--- config.mk ---
export PLATFORM = sky130hd
export DESIGN_NAME = mandelbrot_bitplane_renderer
export DESIGN_NICKNAME = d
export VERILOG_FILES = /design/src/hdl/mbr_pkg.sv /design/src/hdl/mandelbrot_bitplane_renderer.sv
export SDC_FILE = /design/constraint.sdc
export NUM_CORES = 2
export LEC_CHECK = 0
export BUFFER_PORTS_ARGS = -buffer_cell sky130_fd_sc_hd__buf_2
export CORE_MARGIN = 2
export CORE_UTILIZATION = 67
export CTS_BUF_LIST = sky130_fd_sc_hd__clkbuf_8
export DETAILED_ROUTE_END_ITERATION = 8
export PLACE_DENSITY = 0.87
export SLEW_MARGIN = 5
export SYNTH_ARGS = -nofsm -noshare
export SYNTH_HDL_FRONTEND = slang
export SYNTH_SLANG_ARGS = --single-unit
--- constraint.sdc ---
create_clock -name i_clk -period 11.9 [get_ports i_clk]
set_input_delay 1.19 -clock i_clk [delete_from_list [all_inputs] [get_ports i_clk]]
set_output_delay 1.19 -clock i_clk [all_outputs]
set_load 0.005 [all_outputs]
--- src/hdl/mbr_pkg.sv ---
// Package for the Mandelbrot bit-plane renderer.
// Holds the fixed-point format, geometry constants, register indexes and FSM states.
// No dependencies.
package mbr_pkg;

    localparam int FRAC_BITS     = 19;
    localparam int LINE_PIXELS   = 640;
    localparam int WORD_BITS     = 16;
    // power of two: the word address wraps by plain overflow
    localparam int ADDRESS_WORDS = 32768;

    localparam int COORD_W    = 32;
    localparam int PROD_W     = 2 * COORD_W;
    localparam int ITER_W     = 8;
    localparam int COL_W      = $clog2(LINE_PIXELS);
    localparam int BCNT_W     = $clog2(WORD_BITS);
    localparam int ADDR_W     = $clog2(ADDRESS_WORDS);
    localparam int CFG_IDX_W  = 2;
    localparam int CFG_DATA_W = 32;

    typedef logic signed [COORD_W-1:0] t_fix;

    localparam t_fix MINUS_TWO = t_fix'(-(longint'(2) << FRAC_BITS));
    localparam t_fix FOUR      = t_fix'(longint'(4) << FRAC_BITS);

    localparam t_fix              X_STEP_RST = t_fix'(6554);
    localparam t_fix              Y_STEP_RST = t_fix'(8738);
    localparam logic [ITER_W-1:0] LIMIT_RST  = ITER_W'(100);

    // configuration register indexes
    localparam logic [CFG_IDX_W-1:0] CFG_X_STEP     = CFG_IDX_W'(0);
    localparam logic [CFG_IDX_W-1:0] CFG_Y_STEP     = CFG_IDX_W'(1);
    localparam logic [CFG_IDX_W-1:0] CFG_ITER_LIMIT = CFG_IDX_W'(2);

    typedef enum logic [2:0] {
        ST_IDLE,
        ST_MUL_XY,
        ST_MUL_XX,
        ST_MUL_YY,
        ST_CHECK,
        ST_DONE
    } t_state;

endpackage

--- src/hdl/mandelbrot_bitplane_renderer.sv ---
// Mandelbrot bit-plane renderer, top level.
// Uses mbr_pkg. One shared 32x32 signed multiplier under a small sequencer.
//
// Usage
//   Input channel (i_in_valid / o_in_stall): one request per pixel. i_frame_start=1
//   restarts the coordinate at (-2.0,-2.0), the bit packer and the word address
//   before that pixel is rendered.
//   Output channel (o_out_valid / i_out_stall): one word per pixel: the escape
//   count, and every 16th pixel a packed word of count bit 0 (first pixel in MSB)
//   with its video memory address; otherwise packed word and address read 0.
//   Config port: i_cfg_we writes i_cfg_data to register i_cfg_index
//   (0 x_step, 1 y_step, 2 iteration_limit); write only while no pixel is in flight.
// Sequencing
//   Each iteration of z = z*z + c steps through ST_MUL_XY, ST_MUL_XX, ST_MUL_YY and
//   ST_CHECK on the one multiplier (zx*zy, zx*zx, zy*zy, then the escape compare).
//   A pixel runs at most iteration_limit iterations and then loads its result in
//   ST_DONE; the next pixel can be taken the cycle after the result is loaded, and
//   no new pixel is taken before the last one is through.
// Reset and stall
//   Synchronous active-low reset restores default registers, the start
//   coordinate, an empty packer, address 0, and drops o_out_valid.
//   The result sits in an output register; while the receiver stalls, the next
//   pixel is still accepted and computed, and only its final load waits.
module mandelbrot_bitplane_renderer
    import mbr_pkg::*;
(
    input  logic                  i_clk,
    input  logic                  i_rst_n,
    // pixel input
    input  logic                  i_in_valid,
    output logic                  o_in_stall,
    input  logic                  i_frame_start,
    // result output
    output logic                  o_out_valid,
    input  logic                  i_out_stall,
    output logic [ITER_W-1:0]     o_iterations,
    output logic                  o_word_ready,
    output logic [WORD_BITS-1:0]  o_packed_word,
    output logic [ADDR_W-1:0]     o_word_address,
    // configuration
    input  logic                  i_cfg_we,
    input  logic [CFG_IDX_W-1:0]  i_cfg_index,
    input  logic [CFG_DATA_W-1:0] i_cfg_data
);

    t_state r_state, n_state;

    // config registers
    t_fix              r_x_step, r_y_step;
    logic [ITER_W-1:0] r_limit;

    // frame position and packer
    t_fix               r_real, r_imag;
    logic [COL_W-1:0]   r_col;
    logic [BCNT_W-1:0]  r_bit_cnt;
    logic [WORD_BITS-1:0] r_shift;
    logic [ADDR_W-1:0]  r_addr;

    // iteration datapath
    t_fix                     r_zx, r_zy, r_sx, r_sy;
    logic signed [PROD_W-1:0] r_prod;
    logic [ITER_W-1:0]        r_iter, r_count;

    // output register
    logic                 r_out_valid;
    logic [ITER_W-1:0]    r_out_iter;
    logic                 r_out_ready;
    logic [WORD_BITS-1:0] r_out_word;
    logic [ADDR_W-1:0]    r_out_addr;

    // shared multiplier
    t_fix                     mul_a, mul_b;
    logic signed [PROD_W-1:0] mul_p;

    // control and derived values
    logic                 in_accept, load, escape, last;
    logic [ITER_W-1:0]    iter_inc;
    t_fix                 nx, zy_next, sq_now, mag;
    logic [WORD_BITS-1:0] shift_next;
    logic                 word_done;

    always_comb begin
        case (r_state)
            ST_MUL_XY: begin
                mul_a = r_zx;
                mul_b = r_zy;
            end
            ST_MUL_XX: begin
                mul_a = r_zx;
                mul_b = r_zx;
            end
            default: begin
                mul_a = r_zy;
                mul_b = r_zy;
            end
        endcase
    end

    assign mul_p = PROD_W'(mul_a) * PROD_W'(mul_b);

    // arithmetic shift of the product, low 32 bits kept
    assign zy_next = t_fix'(r_prod[FRAC_BITS-1 +: COORD_W]) + r_imag;
    assign sq_now  = t_fix'(r_prod[FRAC_BITS +: COORD_W]);
    assign nx      = r_sx - r_sy + r_real;
    assign mag     = r_sx + sq_now;
    assign escape  = mag > FOUR;
    assign iter_inc = r_iter + ITER_W'(1);
    assign last     = (iter_inc == r_limit);

    assign shift_next = {r_shift[WORD_BITS-2:0], r_count[0]};
    assign word_done  = (r_bit_cnt == BCNT_W'(WORD_BITS - 1));

    // next state
    always_comb begin
        n_state   = r_state;
        in_accept = 1'b0;
        load      = 1'b0;
        case (r_state)
            ST_IDLE: begin
                in_accept = i_in_valid;
                if (i_in_valid) begin
                    n_state = (r_limit == '0) ? ST_DONE : ST_MUL_XY;
                end
            end
            ST_MUL_XY: n_state = ST_MUL_XX;
            ST_MUL_XX: n_state = ST_MUL_YY;
            ST_MUL_YY: n_state = ST_CHECK;
            ST_CHECK: begin
                n_state = (escape || last) ? ST_DONE : ST_MUL_XY;
            end
            ST_DONE: begin
                load = !r_out_valid || !i_out_stall;
                if (load) begin
                    n_state = ST_IDLE;
                end
            end
            default: n_state = ST_IDLE;
        endcase
    end

    always_ff @(posedge i_clk) begin
        if (!i_rst_n) begin
            r_state <= ST_IDLE;
        end else begin
            r_state <= n_state;
        end
    end

    // configuration
    always_ff @(posedge i_clk) begin
        if (!i_rst_n) begin
            r_x_step <= X_STEP_RST;
            r_y_step <= Y_STEP_RST;
            r_limit  <= LIMIT_RST;
        end else if (i_cfg_we) begin
            case (i_cfg_index)
                CFG_X_STEP:     r_x_step <= t_fix'(i_cfg_data);
                CFG_Y_STEP:     r_y_step <= t_fix'(i_cfg_data);
                CFG_ITER_LIMIT: r_limit  <= i_cfg_data[ITER_W-1:0];
                default: ;
            endcase
        end
    end

    // frame position, packer and address
    always_ff @(posedge i_clk) begin
        if (!i_rst_n) begin
            r_real    <= MINUS_TWO;
            r_imag    <= MINUS_TWO;
            r_col     <= '0;
            r_bit_cnt <= '0;
            r_shift   <= '0;
            r_addr    <= '0;
        end else if (in_accept && i_frame_start) begin
            r_real    <= MINUS_TWO;
            r_imag    <= MINUS_TWO;
            r_col     <= '0;
            r_bit_cnt <= '0;
            r_shift   <= '0;
            r_addr    <= '0;
        end else if (load) begin
            if (word_done) begin
                r_bit_cnt <= '0;
                r_shift   <= '0;
                r_addr    <= r_addr + ADDR_W'(1);
            end else begin
                r_bit_cnt <= r_bit_cnt + BCNT_W'(1);
                r_shift   <= shift_next;
            end
            if (r_col == COL_W'(LINE_PIXELS - 1)) begin
                r_col  <= '0;
                r_real <= MINUS_TWO;
                r_imag <= r_imag + r_y_step;
            end else begin
                r_col  <= r_col + COL_W'(1);
                r_real <= r_real + r_x_step;
            end
        end
    end

    // escape-time iteration
    always_ff @(posedge i_clk) begin
        case (r_state)
            ST_IDLE: begin
                r_zx    <= '0;
                r_zy    <= '0;
                r_sx    <= '0;
                r_sy    <= '0;
                r_iter  <= '0;
                r_count <= '0;
            end
            ST_MUL_XY: begin
                r_prod <= mul_p;
                r_zx   <= nx;
            end
            ST_MUL_XX: begin
                r_prod <= mul_p;
                r_zy   <= zy_next;
            end
            ST_MUL_YY: begin
                r_prod <= mul_p;
                r_sx   <= sq_now;
            end
            ST_CHECK: begin
                r_sy <= sq_now;
                if (escape) begin
                    r_count <= r_iter;
                end else if (last) begin
                    r_count <= r_limit;
                end else begin
                    r_iter <= iter_inc;
                end
            end
            default: ;
        endcase
    end

    // output register
    always_ff @(posedge i_clk) begin
        if (!i_rst_n) begin
            r_out_valid <= 1'b0;
        end else if (load) begin
            r_out_valid <= 1'b1;
        end else if (!i_out_stall) begin
            r_out_valid <= 1'b0;
        end
    end

    always_ff @(posedge i_clk) begin
        if (load) begin
            r_out_iter  <= r_count;
            r_out_ready <= word_done;
            r_out_word  <= word_done ? shift_next : '0;
            r_out_addr  <= word_done ? r_addr : '0;
        end
    end

    assign o_in_stall     = (r_state != ST_IDLE);
    assign o_out_valid    = r_out_valid;
    assign o_iterations   = r_out_iter;
    assign o_word_ready   = r_out_ready;
    assign o_packed_word  = r_out_word;
    assign o_word_address = r_out_addr;

endmodule

==> results.cfg <==
[status]
status = completed

[floorplan]
ioPinCount = 82
start_util_pct = 67.6
die_h_um = 286
dieArea_mm2 = 0.0820
rows = 103
coreArea_mm2 = 0.0790
die_w_um = 286

[global_route]
grt_pass1_vias = 45747
track_usage_pct = 44.5
grt_pass1_wl_um = 270000
antenna_found_initial = 4
grt_overflow = 0
grt_max_degree = 76

[clock_network]
hold_buffers = 0
numCtsBuffers = 60
clock-sinks = 401
cts-root-buf = clkbuf_8
htreeDepth = 2
max-clock-path-buffers = 3
cts-resized-gates = 0
clk_pin_slew_ns = 0.07
postCtsSetupBuffers = 0
cts_tree = yes
clk_latency_ns = 0.68

[route]
wl_met3_um = 23100
routed_wl_um = 178000
highest_layer = met5
wl_met1_um = 58600
drtAntennaViolNets = 0
drt-initial-drc-count = 4992
viasPerCell = 6.23
dr.pass1.iters = 9
num_vias = 43855
drc = 0
wl_per_cell_um = 25.3
wl_met2_um = 79100

[worst_setup_path]
regToRegSetupSlack_ns = 1.12
crit_type = flop to flop
critPathMaxStageDelay_ns = 0.69
critPathBufInv = 4
path_common_cell = fa_1
crit_family = adder cells
r2r-end = r_prod[50]
cp_slowest_cell = dfxtp_1
cp.arrival_ns = 11.21
critPathCaptureType = flop
cp.required_ns = 12.32
cp-start-kind = flop
reg2reg_depth = 28
critPathLaunch = r_state[1]
critPathMaxFanout = 24
r2r_start = r_state[1]
crit_cells = 28
crit_end = r_prod[50]

[sta]
rsz0062_at_grt = false
maxSlewHeadroom_pct = 11.2
worst_slack_ns = 1.12
fin_tns_setup_ns = 0
setup_viol = 0
fin_crit_ns = 10.78
post-route-period-util_pct = 90.6
worst_slew_pin_slew_ns = 1.31
final_max_slew_viol_count = 0
max_freq_mhz = 92.7
hold_viol = 0
clock_skew_ns = 0.0392

[placement]
place_area_mm2 = 0.0554
post-place-ws_ns = 1.34
place_congestion = 1.10
dp_hpwl_um = 141000
numPortBuffers = 81

[final_layout]
final_util_pct = 71.8
nFillCells = 5791
fin_area_mm2 = 0.0567
multiInputGateArea_mm2 = 0.0387
final_cell_mix = inv_1 (1,014), fa_1 (932), nand2_1 (904)
area_growth_pct = 6.25
final_common_cell = inv_1
finalNetCount = 7233
seq_area_mm2 = 0.0102
num_antenna_cells = 0
drive_gt1_share_pct = 6.50

[yosys]
ys_seq_elements = 401
yosys_most_used_dff = edfxtp_1
synth_cell_type_count = 98
synthCells = 5901
syn-num-nets = 7199
yosysSeqAreaShare_pct = 19.1
async_flop_share_pct = 0
avgSynthCellArea_um2 = 9.05
netlist_area_mm2 = 0.0534
ys_warn_count = 0
synth-edff-count = 217

[hold_path]
hold_class = flop to flop

[flow_run]
cap_violations = 0
## kinds of logic after synthesis
| logic type | Yosys count | share of synthesized area (%) |
|---|---|---|
| simple gates | 2045 | 16.3 |
| fa+ha+maj | 1258 | 42.6 |
| buf+inv | 1239 | 8.74 |
| compound gates | 674 | 8.38 |
| flops | 401 | 19.1 |
| xor+xnor | 206 | 3.38 |
| mux | 78 | 1.47 |
## registers in the layout, indices dropped and copies added, names as in the netlist, 4 cells and up
name	count
o_packed_word	16
r_count	8
r_addr	15
r_col	10
r_bit_cnt	4
o_word_address	15
r_x_step	32
o_iterations	8
r_limit	8
r_zx	32
r_prod	33
r_iter	8
r_sy	32
r_shift	15
r_sx	32
r_real	32
r_imag	32
r_y_step	32
r_zy	32
## through the flow
stage | hold slack [ns] | cells
floorplan | 0.400 | 5901
global placement | 0.404 | 6923
detailed placement | 0.416 | 6923
CTS | 0.421 | 7037
global route | 0.426 | 7037
finish | 0.419 | 7037
## worst reg2reg max path: cells and delay by family, from the launching register on
kind | cells | cell delay (ns)
xor+xnor | 1 | 0.15
simple gates | 6 | 1.70
buf+inv | 4 | 0.84
mux | 1 | 0.68
compound gates | 7 | 2.30
fa+ha+maj | 9 | 4.22
flops | 1 | 0.69
## synthesized netlist by cell type, types with 9 or more instances
master / count / share of area (%)
a211o_1: 9 / 0.15
a211oi_1: 23 / 0.32
a21o_1: 69 / 0.97
a21oi_1: 226 / 2.1
a22oi_1: 23 / 0.32
a31oi_1: 23 / 0.27
a32oi_1: 10 / 0.16
and2_1: 83 / 0.97
and3_1: 67 / 0.79
buf_1: 14 / 0.098
clkbuf_1: 220 / 1.5
dfxtp_1: 184 / 6.9
edfxtp_1: 217 / 12
fa_1: 932 / 35
ha_1: 326 / 7.6
inv_1: 998 / 7.0
mux2i_1: 75 / 1.4
nand2_1: 906 / 6.4
nand2b_1: 27 / 0.32
nand3_1: 52 / 0.49
nand3b_1: 14 / 0.20
nand4_1: 23 / 0.27
nor2_1: 710 / 5.0
nor2b_1: 36 / 0.42
nor3_1: 57 / 0.53
nor3b_1: 11 / 0.15
o211ai_1: 28 / 0.39
o21a_1: 31 / 0.44
o21ai_0: 98 / 0.92
o21bai_1: 19 / 0.27
o31ai_1: 10 / 0.14
or3_1: 16 / 0.19
xnor2_1: 125 / 2.1
xor2_1: 81 / 1.3
## worst min path at each step
stage	from	to	slack, ns	cells past startpoint
2_1_floorplan	r_count[1]	o_iterations[1]	0.40	0
3_3_place_gp	r_count[1]	o_iterations[1]	0.40	0
3_5_place_dp	r_count[2]	o_iterations[2]	0.42	0
4_1_cts	r_count[2]	o_iterations[2]	0.42	0
5_1_grt	r_count[2]	o_iterations[2]	0.43	0
6_report	r_count[2]	o_iterations[2]	0.42	0
## per-layer routing
metal,up-vias,GRT usage [%]
met3,943,14.5
li1,18601,-
met2,2857,69.2
met5,-,0
met1,21448,51.9
met4,6,32.6
## cell type report
cell class / instances / share of cell area (%)
Clock buffer: 76 / 1.84
Clock inverter: 38 / 0.565
Inverter: 1000 / 6.62
Multi-Input combinational cell: 4261 / 68.2
Sequential cell: 401 / 18.0
Tap cell: 1050 / 2.32
Timing Repair Buffer: 211 / 2.46
Power is not shown: default switching activity piles up to over one toggle a cycle in this logic, so the estimate is an artifact.
